**config.mk**
```make
export PLATFORM = sky130hd
export DESIGN_NAME = reliable_datagram_connection_top
export DESIGN_NICKNAME = d
export VERILOG_FILES = /design/src/hdl/rdc_pkg.sv /design/src/hdl/reliable_datagram_connection_top.sv /design/src/hdl/rdc_ram.sv
export SDC_FILE = /design/constraint.sdc
export NUM_CORES = 2
export LEC_CHECK = 0
export ABC_AREA = 1
export ABC_CLOCK_PERIOD_IN_PS = 24000
export BUFFER_PORTS_ARGS = -buffer_cell sky130_fd_sc_hd__buf_4
export CAP_MARGIN = 15
export CORE_AREA = 3 3 494 496
export CTS_BUF_LIST = sky130_fd_sc_hd__clkbuf_8
export CTS_CLUSTER_SIZE = 24
export DETAILED_ROUTE_END_ITERATION = 12
export DIE_AREA = 0 0 497 499
export GPL_ROUTABILITY_DRIVEN = 0
export HOLD_SLACK_MARGIN = 0.02
export PLACE_DENSITY_LB_ADDON = 0.2
export SYNTH_ARGS = -nofsm -noshare
export SYNTH_HDL_FRONTEND = slang
export SYNTH_HIERARCHICAL = 1
export SYNTH_SLANG_ARGS = --single-unit
```
**constraint.sdc**
```tcl
create_clock -name clk -period 24 [get_ports clk]
set_clock_uncertainty 0.15 [all_clocks]
set_input_delay 7.2 -clock clk [delete_from_list [all_inputs] [get_ports clk]]
set_output_delay 7.2 -clock clk [all_outputs]
set_load 0.01 [all_outputs]
```
**src/hdl/rdc_pkg.sv**
```systemverilog
// ----------------------------------------------------------------------------
// rdc_pkg
// Shared types and constants of the reliable datagram connection engine.
// ----------------------------------------------------------------------------
package rdc_pkg;

    localparam int FUT_SLOTS  = 8;
    localparam int PEND_SLOTS = 8;
    localparam int FUT_AW     = (FUT_SLOTS > 1) ? $clog2(FUT_SLOTS) : 1;
    localparam int PEND_AW    = (PEND_SLOTS > 1) ? $clog2(PEND_SLOTS) : 1;
    localparam int FUT_CW     = $clog2(FUT_SLOTS + 1);
    localparam int PEND_CW    = $clog2(PEND_SLOTS + 1);
    localparam int IDX_W      = (FUT_CW > PEND_CW) ? FUT_CW : PEND_CW;

    localparam logic [1:0] OP_TICK  = 2'd0;
    localparam logic [1:0] OP_PKT   = 2'd1;
    localparam logic [1:0] OP_TRACK = 2'd2;
    localparam logic [1:0] OP_CLOSE = 2'd3;

    localparam logic [2:0] PT_ACK = 3'd0;
    localparam logic [2:0] PT_REJ = 3'd1;
    localparam logic [2:0] PT_ORD = 3'd2;
    localparam logic [2:0] PT_UNR = 3'd3;

    localparam logic [2:0] ACT_DELIVER = 3'd0;
    localparam logic [2:0] ACT_ACK     = 3'd1;
    localparam logic [2:0] ACT_RESEND  = 3'd2;
    localparam logic [2:0] ACT_KEEP    = 3'd3;
    localparam logic [2:0] ACT_RELEASE = 3'd4;
    localparam logic [2:0] ACT_STATUS  = 3'd5;

    localparam logic [2:0] LS_CONN    = 3'd0;
    localparam logic [2:0] LS_CLOSING = 3'd1;
    localparam logic [2:0] LS_CLOSED  = 3'd2;
    localparam logic [2:0] LS_TIMEOUT = 3'd3;
    localparam logic [2:0] LS_REJ     = 3'd4;

    localparam logic [1:0] CFG_RTO  = 2'd0;
    localparam logic [1:0] CFG_KA   = 2'd1;
    localparam logic [1:0] CFG_RXTO = 2'd2;

    typedef struct packed {
        logic [1:0]  opcode;
        logic [31:0] time_now;
        logic [2:0]  packet_type;
        logic [31:0] sequence_number;
        logic [7:0]  message_id;
        logic [7:0]  buffer_tag;
        logic [15:0] payload_length;
    } req_t;

    typedef struct packed {
        logic [2:0]  action;
        logic [31:0] out_sequence;
        logic [7:0]  out_message_id;
        logic [7:0]  out_buffer_tag;
        logic [15:0] out_length;
        logic [2:0]  connection_state;
        logic        store_full;
        logic        last_result;
    } rsp_t;

    typedef struct packed {
        logic [31:0] seq;
        logic [7:0]  mid;
        logic [7:0]  tag;
        logic [15:0] len;
    } fut_t;

    typedef struct packed {
        logic [31:0] seq;
        logic [7:0]  tag;
        logic [15:0] len;
        logic [31:0] sent;
    } pend_t;

endpackage

```
**src/hdl/reliable_datagram_connection_top.sv**
```systemverilog
// ----------------------------------------------------------------------------
// reliable_datagram_connection_top
// Connection engine: ack/resend tracking and ordered delivery of datagrams.
// ----------------------------------------------------------------------------
// One word is taken at a time. Close and track each end in a status
// word; an arriving packet is sorted by type, and an ack searches the
// pending store entry by entry. A tick walks the future store and then
// the pending store, since each store has one read port and entries
// are visited one per read. Stalls on the result side hold the engine.
module reliable_datagram_connection_top (
    input  logic          clk,
    input  logic          rst_n,
    input  logic          req_valid,
    output logic          req_ready,
    input  rdc_pkg::req_t req,
    output logic          rsp_valid,
    input  logic          rsp_ready,
    output rdc_pkg::rsp_t rsp,
    input  logic          cfg_we,
    input  logic [1:0]    cfg_addr,
    input  logic [31:0]   cfg_data
);

    import rdc_pkg::*;

    typedef enum logic [4:0] {
        S_IDLE, S_PKT, S_ACK, S_DLV, S_REL, S_STATUS, S_TRACK, S_CLOSE,
        S_A_RD, S_A_EV, S_M_RD, S_M_EV, S_F_RD, S_F_EV, S_P_RD, S_P_EV, S_KA
    } state_t;

    state_t             state_reg, state_next;
    req_t               item_reg, item_next;
    rsp_t               rsp_reg;
    logic               rsp_valid_reg;
    logic [31:0]        rto_reg, ka_reg, rxto_reg;
    logic [31:0]        exp_reg, exp_next;
    logic [31:0]        lst_reg, lst_next;
    logic [31:0]        lrt_reg, lrt_next;
    logic [2:0]         link_reg, link_next;
    logic [FUT_CW-1:0]  fcnt_reg, fcnt_next;
    logic [PEND_CW-1:0] pcnt_reg, pcnt_next;
    logic [IDX_W-1:0]   rd_reg, rd_next, wr_reg, wr_next, rd_inc;
    logic               full_reg, full_next;

    logic               emit_en, out_free;
    rsp_t               emit_d;
    logic [2:0]         nl;

    logic               fut_rd_en, fut_we;
    logic [FUT_AW-1:0]  fut_rd_addr, fut_wr_addr;
    fut_t               fut_q, fut_wd;
    logic               pend_rd_en, pend_we;
    logic [PEND_AW-1:0] pend_rd_addr, pend_wr_addr;
    pend_t              pend_q, pend_wd;

    rdc_ram #(.WIDTH($bits(fut_t)), .DEPTH(FUT_SLOTS)) u_fut (
        .clk     (clk),
        .rd_en   (fut_rd_en),
        .rd_addr (fut_rd_addr),
        .rd_data (fut_q),
        .wr_en   (fut_we),
        .wr_addr (fut_wr_addr),
        .wr_data (fut_wd)
    );

    rdc_ram #(.WIDTH($bits(pend_t)), .DEPTH(PEND_SLOTS)) u_pend (
        .clk     (clk),
        .rd_en   (pend_rd_en),
        .rd_addr (pend_rd_addr),
        .rd_data (pend_q),
        .wr_en   (pend_we),
        .wr_addr (pend_wr_addr),
        .wr_data (pend_wd)
    );

    assign out_free  = !rsp_valid_reg || rsp_ready;
    assign req_ready = (state_reg == S_IDLE);
    assign rsp_valid = rsp_valid_reg;
    assign rsp       = rsp_reg;
    assign rd_inc    = rd_reg + 1'b1;

    always_comb
    begin
        state_next   = state_reg;
        item_next    = item_reg;
        exp_next     = exp_reg;
        lst_next     = lst_reg;
        lrt_next     = lrt_reg;
        link_next    = link_reg;
        fcnt_next    = fcnt_reg;
        pcnt_next    = pcnt_reg;
        rd_next      = rd_reg;
        wr_next      = wr_reg;
        full_next    = full_reg;
        emit_en      = 1'b0;
        emit_d       = '0;
        emit_d.connection_state = link_reg;
        nl           = link_reg;
        fut_rd_en    = 1'b0;
        fut_rd_addr  = rd_reg[FUT_AW-1:0];
        fut_we       = 1'b0;
        fut_wr_addr  = wr_reg[FUT_AW-1:0];
        fut_wd       = fut_q;
        pend_rd_en   = 1'b0;
        pend_rd_addr = rd_reg[PEND_AW-1:0];
        pend_we      = 1'b0;
        pend_wr_addr = rd_reg[PEND_AW-1:0];
        pend_wd      = pend_q;

        unique case (state_reg)
            S_IDLE:
            begin
                if (req_valid)
                begin
                    item_next = req;
                    full_next = 1'b0;
                    rd_next   = '0;
                    wr_next   = '0;
                    unique case (req.opcode)
                        OP_TICK:  state_next = S_F_RD;
                        OP_PKT:   state_next = S_PKT;
                        OP_TRACK: state_next = S_TRACK;
                        default:  state_next = S_CLOSE;
                    endcase
                end
            end
            S_PKT:
            begin
                lrt_next = item_reg.time_now;
                unique case (item_reg.packet_type)
                    PT_ACK: state_next = S_A_RD;
                    PT_REJ:
                    begin
                        link_next  = LS_REJ;
                        state_next = S_REL;
                    end
                    PT_ORD:  state_next = S_ACK;
                    PT_UNR:  state_next = S_DLV;
                    default: state_next = S_REL;
                endcase
            end
            S_ACK:
            begin
                emit_en             = 1'b1;
                emit_d.action       = ACT_ACK;
                emit_d.out_sequence = item_reg.sequence_number;
                if (out_free)
                begin
                    if (item_reg.sequence_number < exp_reg)
                    begin
                        state_next = S_REL;
                    end
                    else if (item_reg.sequence_number > exp_reg)
                    begin
                        if (fcnt_reg < FUT_CW'(FUT_SLOTS))
                        begin
                            fut_we      = 1'b1;
                            fut_wr_addr = fcnt_reg[FUT_AW-1:0];
                            fut_wd      = '{seq: item_reg.sequence_number,
                                            mid: item_reg.message_id,
                                            tag: item_reg.buffer_tag,
                                            len: item_reg.payload_length};
                            fcnt_next   = fcnt_reg + 1'b1;
                            state_next  = S_STATUS;
                        end
                        else
                        begin
                            full_next  = 1'b1;
                            state_next = S_REL;
                        end
                    end
                    else
                    begin
                        exp_next   = exp_reg + 1'b1;
                        state_next = S_DLV;
                    end
                end
            end
            S_DLV:
            begin
                emit_en               = 1'b1;
                emit_d.action         = ACT_DELIVER;
                emit_d.out_sequence   = item_reg.sequence_number;
                emit_d.out_message_id = item_reg.message_id;
                emit_d.out_buffer_tag = item_reg.buffer_tag;
                emit_d.out_length     = item_reg.payload_length;
                if (out_free)
                begin
                    state_next = S_STATUS;
                end
            end
            S_REL:
            begin
                emit_en               = 1'b1;
                emit_d.action         = ACT_RELEASE;
                emit_d.out_buffer_tag = item_reg.buffer_tag;
                emit_d.store_full     = full_reg;
                if (out_free)
                begin
                    state_next = S_STATUS;
                end
            end
            S_STATUS:
            begin
                emit_en            = 1'b1;
                emit_d.action      = ACT_STATUS;
                emit_d.store_full  = full_reg;
                emit_d.last_result = 1'b1;
                if (out_free)
                begin
                    state_next = S_IDLE;
                end
            end
            S_TRACK:
            begin
                lst_next = item_reg.time_now;
                if (pcnt_reg < PEND_CW'(PEND_SLOTS))
                begin
                    pend_we      = 1'b1;
                    pend_wr_addr = pcnt_reg[PEND_AW-1:0];
                    pend_wd      = '{seq:  item_reg.sequence_number,
                                     tag:  item_reg.buffer_tag,
                                     len:  item_reg.payload_length,
                                     sent: item_reg.time_now};
                    pcnt_next    = pcnt_reg + 1'b1;
                    state_next   = S_STATUS;
                end
                else
                begin
                    full_next  = 1'b1;
                    state_next = S_REL;
                end
            end
            S_CLOSE:
            begin
                if (link_reg == LS_CONN)
                begin
                    link_next = LS_CLOSING;
                end
                state_next = S_STATUS;
            end
            S_A_RD:
            begin
                if (rd_reg < IDX_W'(pcnt_reg))
                begin
                    pend_rd_en = 1'b1;
                    state_next = S_A_EV;
                end
                else
                begin
                    state_next = S_REL;
                end
            end
            S_A_EV:
            begin
                if (pend_q.seq == item_reg.sequence_number)
                begin
                    emit_en               = 1'b1;
                    emit_d.action         = ACT_RELEASE;
                    emit_d.out_buffer_tag = pend_q.tag;
                    if (out_free)
                    begin
                        state_next = S_M_RD;
                    end
                end
                else
                begin
                    rd_next    = rd_inc;
                    state_next = S_A_RD;
                end
            end
            // close the gap left by the acked entry
            S_M_RD:
            begin
                if (rd_inc < IDX_W'(pcnt_reg))
                begin
                    pend_rd_en   = 1'b1;
                    pend_rd_addr = rd_inc[PEND_AW-1:0];
                    state_next   = S_M_EV;
                end
                else
                begin
                    pcnt_next  = pcnt_reg - 1'b1;
                    state_next = S_REL;
                end
            end
            S_M_EV:
            begin
                pend_we    = 1'b1;
                rd_next    = rd_inc;
                state_next = S_M_RD;
            end
            S_F_RD:
            begin
                if (rd_reg < IDX_W'(fcnt_reg))
                begin
                    fut_rd_en  = 1'b1;
                    state_next = S_F_EV;
                end
                else
                begin
                    fcnt_next  = wr_reg[FUT_CW-1:0];
                    rd_next    = '0;
                    state_next = S_P_RD;
                end
            end
            S_F_EV:
            begin
                if (fut_q.seq == exp_reg)
                begin
                    emit_en               = 1'b1;
                    emit_d.action         = ACT_DELIVER;
                    emit_d.out_sequence   = fut_q.seq;
                    emit_d.out_message_id = fut_q.mid;
                    emit_d.out_buffer_tag = fut_q.tag;
                    emit_d.out_length     = fut_q.len;
                    if (out_free)
                    begin
                        exp_next   = exp_reg + 1'b1;
                        rd_next    = rd_inc;
                        state_next = S_F_RD;
                    end
                end
                else if (fut_q.seq < exp_reg)
                begin
                    emit_en               = 1'b1;
                    emit_d.action         = ACT_RELEASE;
                    emit_d.out_buffer_tag = fut_q.tag;
                    if (out_free)
                    begin
                        rd_next    = rd_inc;
                        state_next = S_F_RD;
                    end
                end
                else
                begin
                    fut_we     = 1'b1;
                    wr_next    = wr_reg + 1'b1;
                    rd_next    = rd_inc;
                    state_next = S_F_RD;
                end
            end
            S_P_RD:
            begin
                if (rd_reg < IDX_W'(pcnt_reg))
                begin
                    pend_rd_en = 1'b1;
                    state_next = S_P_EV;
                end
                else
                begin
                    state_next = S_KA;
                end
            end
            S_P_EV:
            begin
                if ((item_reg.time_now - pend_q.sent) >= rto_reg)
                begin
                    emit_en               = 1'b1;
                    emit_d.action         = ACT_RESEND;
                    emit_d.out_sequence   = pend_q.seq;
                    emit_d.out_buffer_tag = pend_q.tag;
                    emit_d.out_length     = pend_q.len;
                    if (out_free)
                    begin
                        pend_we      = 1'b1;
                        pend_wd.sent = item_reg.time_now;
                        rd_next      = rd_inc;
                        state_next   = S_P_RD;
                    end
                end
                else
                begin
                    rd_next    = rd_inc;
                    state_next = S_P_RD;
                end
            end
            S_KA:
            begin
                if ((item_reg.time_now - lrt_reg) >= rxto_reg)
                begin
                    nl = LS_TIMEOUT;
                end
                if (pcnt_reg == '0 && nl == LS_CLOSING)
                begin
                    nl = LS_CLOSED;
                end
                if ((item_reg.time_now - lst_reg) >= ka_reg)
                begin
                    emit_en       = 1'b1;
                    emit_d.action = ACT_KEEP;
                    if (out_free)
                    begin
                        lst_next   = item_reg.time_now;
                        link_next  = nl;
                        state_next = S_STATUS;
                    end
                end
                else
                begin
                    link_next  = nl;
                    state_next = S_STATUS;
                end
            end
            default: state_next = S_IDLE;
        endcase
    end

    always_ff @(posedge clk or negedge rst_n)
    begin
        if (!rst_n)
        begin
            state_reg     <= S_IDLE;
            rsp_valid_reg <= 1'b0;
            rto_reg       <= 32'd1;
            ka_reg        <= 32'd2;
            rxto_reg      <= 32'd10;
            exp_reg       <= '0;
            lst_reg       <= '0;
            lrt_reg       <= '0;
            link_reg      <= LS_CONN;
            fcnt_reg      <= '0;
            pcnt_reg      <= '0;
            rd_reg        <= '0;
            wr_reg        <= '0;
            full_reg      <= 1'b0;
        end
        else
        begin
            state_reg <= state_next;
            exp_reg   <= exp_next;
            lst_reg   <= lst_next;
            lrt_reg   <= lrt_next;
            link_reg  <= link_next;
            fcnt_reg  <= fcnt_next;
            pcnt_reg  <= pcnt_next;
            rd_reg    <= rd_next;
            wr_reg    <= wr_next;
            full_reg  <= full_next;
            if (emit_en && out_free)
            begin
                rsp_valid_reg <= 1'b1;
            end
            else if (rsp_ready)
            begin
                rsp_valid_reg <= 1'b0;
            end
            if (cfg_we)
            begin
                unique case (cfg_addr)
                    CFG_RTO:  rto_reg  <= cfg_data;
                    CFG_KA:   ka_reg   <= cfg_data;
                    CFG_RXTO: rxto_reg <= cfg_data;
                    default:  ;
                endcase
            end
        end
    end

    always_ff @(posedge clk)
    begin
        item_reg <= item_next;
        if (emit_en && out_free)
        begin
            rsp_reg <= emit_d;
        end
    end

endmodule

```
**src/hdl/rdc_ram.sv**
```systemverilog
// ----------------------------------------------------------------------------
// rdc_ram
// Simple dual-port RAM, one write and one registered read port.
// ----------------------------------------------------------------------------
module rdc_ram #(
    parameter int WIDTH = 64,
    parameter int DEPTH = 8
) (
    input  logic                                       clk,
    input  logic                                       rd_en,
    input  logic [((DEPTH > 1) ? $clog2(DEPTH) : 1)-1:0] rd_addr,
    output logic [WIDTH-1:0]                           rd_data,
    input  logic                                       wr_en,
    input  logic [((DEPTH > 1) ? $clog2(DEPTH) : 1)-1:0] wr_addr,
    input  logic [WIDTH-1:0]                           wr_data
);

    logic [WIDTH-1:0] mem [DEPTH];

    always_ff @(posedge clk)
    begin
        if (wr_en)
        begin
            mem[wr_addr] <= wr_data;
        end
    end

    always_ff @(posedge clk)
    begin
        if (rd_en)
        begin
            rd_data <= mem[rd_addr];
        end
    end

endmodule
```
After elaboration in Yosys (flattened, before gate mapping)

Memories as Yosys holds them, arrays and structs flattened. A register that Yosys moved wholly into a read port is not among the register bits.
Cells that the tools add are included.

Divide/modulo/power cells: 0
Bitwise operators: 0
Reductions and logical operators: 37
Multipliers: 0
Magnitude comparators: 11
Shift operators: 0
Multiplexer cells: 131
Eq/ne operators: 50
Add/subtract/negate cells: 9

Operator list:

| operator                | count |
|---|---|
| $mux W64                | 5 |
| $mux W32                | 9 |
| $pmux W32 S2            | 3 |
| $ge A32 B32 Y1          | 3 |
| $pmux W32 S3            | 1 |
| $sub A32 B32 Y32        | 3 |
| $mux W88                | 1 |
| $pmux W5 S16            | 1 |
| $mux W4                 | 18 |
| $mux W5                 | 14 |
| $eq A32 B32 Y1          | 2 |
| $lt A32 B32 Y1          | 2 |
| $mux W3                 | 20 |
| $mux W56                | 1 |
| $pmux W16 S3            | 1 |
| $eq A5 B4 Y1 const B    | 8 |
| $mux W40                | 1 |
| $ne A2 B2 Y1 const B    | 20 |
| $mux W34                | 1 |
| $mux W1                 | 33 |
| $add A32 B1 Y32 const B | 1 |
| $gt A32 B32 Y1          | 1 |
| $pmux W8 S4             | 1 |
| $mux W24                | 1 |
| other kinds (44)        | 87 |

Output and inout port bits: 74
Logic and storage cells: 268
Latch bits: 0
Input port bits: 140
RAM bits: 1216
Memory bits (read-only): 0
Bits in registers: 389
Memories kept: 2

Memories:

| memory     | depth | width | rd ports | clocked after memory_dff | write ports | RTL line      | text |
|---|---|---|---|---|---|---|---|
| u_pend.mem | 8     | 88    | 1        | 1                        | 1           | rdc_ram.sv:18 | `logic [WIDTH-1:0] mem [DEPTH];` |
| u_fut.mem  | 8     | 64    | 1        | 1                        | 1           | rdc_ram.sv:18 |  |

Depth between registers and ports, before layout

Depth in word-level cells: 10
Depth in mapped cells: 30
Mapped depth without buffers: 30

Hierarchy

The synthesis kept the hierarchy.

By module, submodules not included:

| module                           | area an instance (um2) | instances | cells an instance | sequential area each (um2) |
|---|---|---|---|---|
| rdc_ram at u_pend                | 33208.1                | 1         | 3147              | 23782.8 |
| reliable_datagram_connection_top | 28688.8                | 1         | 3794              | 10595.2 |
| rdc_ram at u_fut                 | 24298.3                | 1         | 2294              | 17296.6 |

Worst setup path before layout

OpenSTA, ideal clock, no wires.

Path type: input to register
Start point: input port req_valid
End point: register rd_reg[0]
Setup slack: 11.014 ns
Data arrival time: 12.770 ns
Data required time: 23.784 ns
Buffers on the path: 0
Stages on the path: 6
Library setup time: 0.066 ns
Path through: inv_1 > nor2_1 > o211ai_1 > a21oi_1 > nand2_1 > nand2_1

Cells in the longest elaborated chain, start to end: 2

Ends and longest elaborated chain:

| what                        | RTL line                                | text |
|---|---|---|
| start, declared             | reliable_datagram_connection_top.sv:13  | `input logic req_valid,` |
| $ne A2 B2 Y1 (no line)      | -                                       |  |
| $reduce_and A4 Y1 (no line) | -                                       |  |
| end signal, assigned        | reliable_datagram_connection_top.sv:437 | `rd_reg <= rd_next;` |
| end, declared               | reliable_datagram_connection_top.sv:42  | `logic [IDX_W-1:0] rd_reg, rd_next, wr_reg, wr_next, rd_inc;` |

Every way passes these cells.
A chain may end at the register's enable or synchronous reset.

Worst setup path after layout

Start point: input port rsp_ready
End point: memory u_fut.mem[4][23], in the netlist u_fut/mem[2][23] (enable)

Elaborated cells on any way between the ends: 7
Classes of those cells: 6 x mux; 1 x reduce/logical

RTL lines:

| what                     | RTL line                                | text |
|---|---|---|
| start, declared          | reliable_datagram_connection_top.sv:17  | `input logic rsp_ready,` |
| $logic_or A1 B1 Y1       | reliable_datagram_connection_top.sv:76  | `assign out_free = !rsp_valid_reg \|\| rsp_ready;` |
| $mux W3                  | reliable_datagram_connection_top.sv:147 | `if (out_free)` |
| $mux W3                  | reliable_datagram_connection_top.sv:110 | `unique case (state_reg)` |
| named net fut_wr_addr[2] | reliable_datagram_connection_top.sv:50  | `logic [FUT_AW-1:0] fut_rd_addr, fut_wr_addr;` |
| end, declared            | rdc_ram.sv:18                           |  |

The timed path passes the listed nets, and every way through them passes these cells.

==> results.toml <==
[detailed_routing]
first_iter_violations = 5527
ant_nets = 0
wire_per_inst_um = 19.6
num_vias = 62800
viasPerCell = 4.85
post-route-drc-count = 0
dr.pass1.iters = 6
wl_mm = 255

[global_routing]
grt_pass1_wl_mm = 378
antenna_found_initial = 6
overflow = 0
grt_max_degree = 198
grt_pass1_vias = 60200
track_usage_pct = 20.0

[placed_design]
numPortBuffers = 213
placed_area_um2 = 91000
place.detailed.hpwl_mm = 157

[yosys]
synth_cell_type_count = 57
syn-cell-area_um2 = 86200
synthXorXnorAreaFrac_pct = 1.23
synth-main-ff-cell = "edfxtp_1"
synth_area_leaders = "edfxtp_1 (54%), nand2_1 (13%), inv_1 (7.8%)"
synth_compound_area_share_pct = 5.32
synth_top_area_share_pct = 53.6
syn_area_per_cell_um2 = 9.33
synth_edf_count = 1539
synth_fa_ha_area_share_pct = 3.98
synth_top_family_by_area = "simple AND/OR/NAND/NOR gates"
synth_warnings = 6
postSynth.asyncResetShare_pct = 12.4
syn-num-nets = 9647
yosysTopAreaCell = "edfxtp_1"
synth_mux_area_share_pct = 0
yosys.area_share.simple_pct = 19.6
synthTopCellsByCount = "nand2_1 (2,937), inv_1 (1,802), edfxtp_1 (1,539)"
synth_seq_cells = 1757
seq_area_frac_synth_pct = 60.0
syn_inst = 9235
synth_most_common_cell = "nand2_1"

[final_layout]
final_nets = 9952
multi_input_area_um2 = 26200
final_core_util_pct = 40.5
syn2layout_area_growth_pct = 12.9
largest_reg_flops = 704
fillerInstances = 23600
drive_above_1_share_pct = 8.42
final_area_um2 = 97300
ff_latch_area_um2 = 51700

[sta]
max_freq_mhz = 93.4
rsz0062_at_grt = "no"
setup_tns_ps = 0
whs_ps = 334
finalHoldViolCount = 0
slew_headroom_pct = 18.6
worst_slew_pin_slew_ps = 1210
finalCriticalPeriod_ps = 10710
drv_slew = 0
setup-violations-final = 0
fin_crit_sh_pct = 44.6

[critical_path]
cp.arrival_ps = 11220
endpoint_kind = "flop"
required_ps = 24510
crit_fanout = 71
worstSetupPathType = "input port to flop"
start_kind = "input port"

[clocking]
cts-root-buf = "clkbuf_8"
cts_setup_buffers = 0
clk_pin_slew_ps = 50
cts_hold_buf = 0
cts_made_buffers = 325
cts_tree = "done"
clockBufferDepth = 4
cts_resized = 0
clock-sinks = 1757
clk_latency_ps = 1040
htree_levels = 5

[die]
start_util_pct = 35.9
dieArea_um2 = 248000
core_area_um2 = 240000
chipHeight_um = 499
die_w_um = 497
ioPinCount = 214
row_count = 180

[flow_run]
max_cap_viol_count = 0

[power_and_ir_drop]
power.leakage_nw = 44.1
power.total_mw = 9.50
vdd_ir_drop_max_v = 0.0000665
power_per_cell_area_nw_per_um2 = 97.6

[run_status]
run_status = "finished, final reports clean"

[min_path]
min_path_type = "flop to flop"
-- placed cells by master, fill, tap and decap left out, types with 11 or more instances in the layout --
master / n
nand2_1: 2936
xnor2_1: 25
nor2_4: 22
ha_1: 268
clkinv_2: 43
buf_4: 293
nand2_2: 11
a21oi_1: 215
o21ai_1: 21
edfxtp_1: 1539
nand4_1: 53
a21o_1: 23
o21a_1: 15
clkinv_1: 69
o221ai_1: 49
o21bai_1: 13
dfrtp_1: 211
nor2_1: 236
xor2_1: 95
o211ai_1: 44
bufinv_16: 19
inv_1: 1878
o21ai_2: 11
clkbuf_8: 340
clkbuf_4: 14
nor3_1: 44
nand3_1: 775
o21ai_0: 383
-- critical path: stages --
cell and delay, ps:
buf_4 110, nor2_1 230, buf_4 270, inv_1 280
nand4_4 170, buf_4 650, o21ai_0 330, inv_1 150
nand2_1 150, nor2_4 730, buf_4 820
-- path summary, 6_finish.rpt --
kind,slack [ps],start,end,cells past startpoint
worst min-delay path,330,lst_reg[28],lst_reg[28],2
worst max-delay path,13290,rsp_ready,u_fut/mem[2][23],11
min in group asynchronous,6020,rst_n,rto_reg[4],1
max in group asynchronous,16140,rst_n,rd_reg[1],2
worst max register to register,16250,item_reg[67],u_pend/mem[6][49],27
worst min register to register,330,lst_reg[28],lst_reg[28],2
-- power by group --
part | switching (mW) | leakage (nW) | internal, mW | total (mW)
clock network | 1.27 | 3.44 | 1.51 | 2.79
registers | 0.213 | 16.6 | 3.80 | 4.01
logic | 1.83 | 24.0 | 0.871 | 2.70
-- cells by family after synthesis --
family	after synthesis
simple gates	4122
buf+inv	2156
flops	1757
compound gates	807
fa+ha+maj	272
xor+xnor	121
-- through the flow --
stage / setup slack (ps) / std cells
5_1_grt: 13140 / 13000
4_1_cts: 13420 / 12900
3_5_place_dp: 12250 / 12400
6_report: 13290 / 13000
2_1_floorplan: 11010 / 9235
3_3_place_gp: 12240 / 12400
-- metal layers --
layer	routed length, um	up-vias	GRT usage, %
met3	17000	420	3.63
met4	7240	0	6.43
li1	-	30300	-
met1	115000	30100	27.7
met5	0	-	0
met2	116000	2040	31.9
-- cell type report --
class | instances | area share (%)
Antenna cell | 6 | 0.0154
Clock inverter | 219 | 1.47
Multi-Input combinational cell | 5322 | 26.9
Timing Repair Buffer | 319 | 2.58
Clock buffer | 340 | 4.81
Sequential cell | 1757 | 53.1
Tap cell | 3185 | 4.09
Inverter | 1815 | 7.02
No activity file was read; power rests on OpenSTA's default activity.
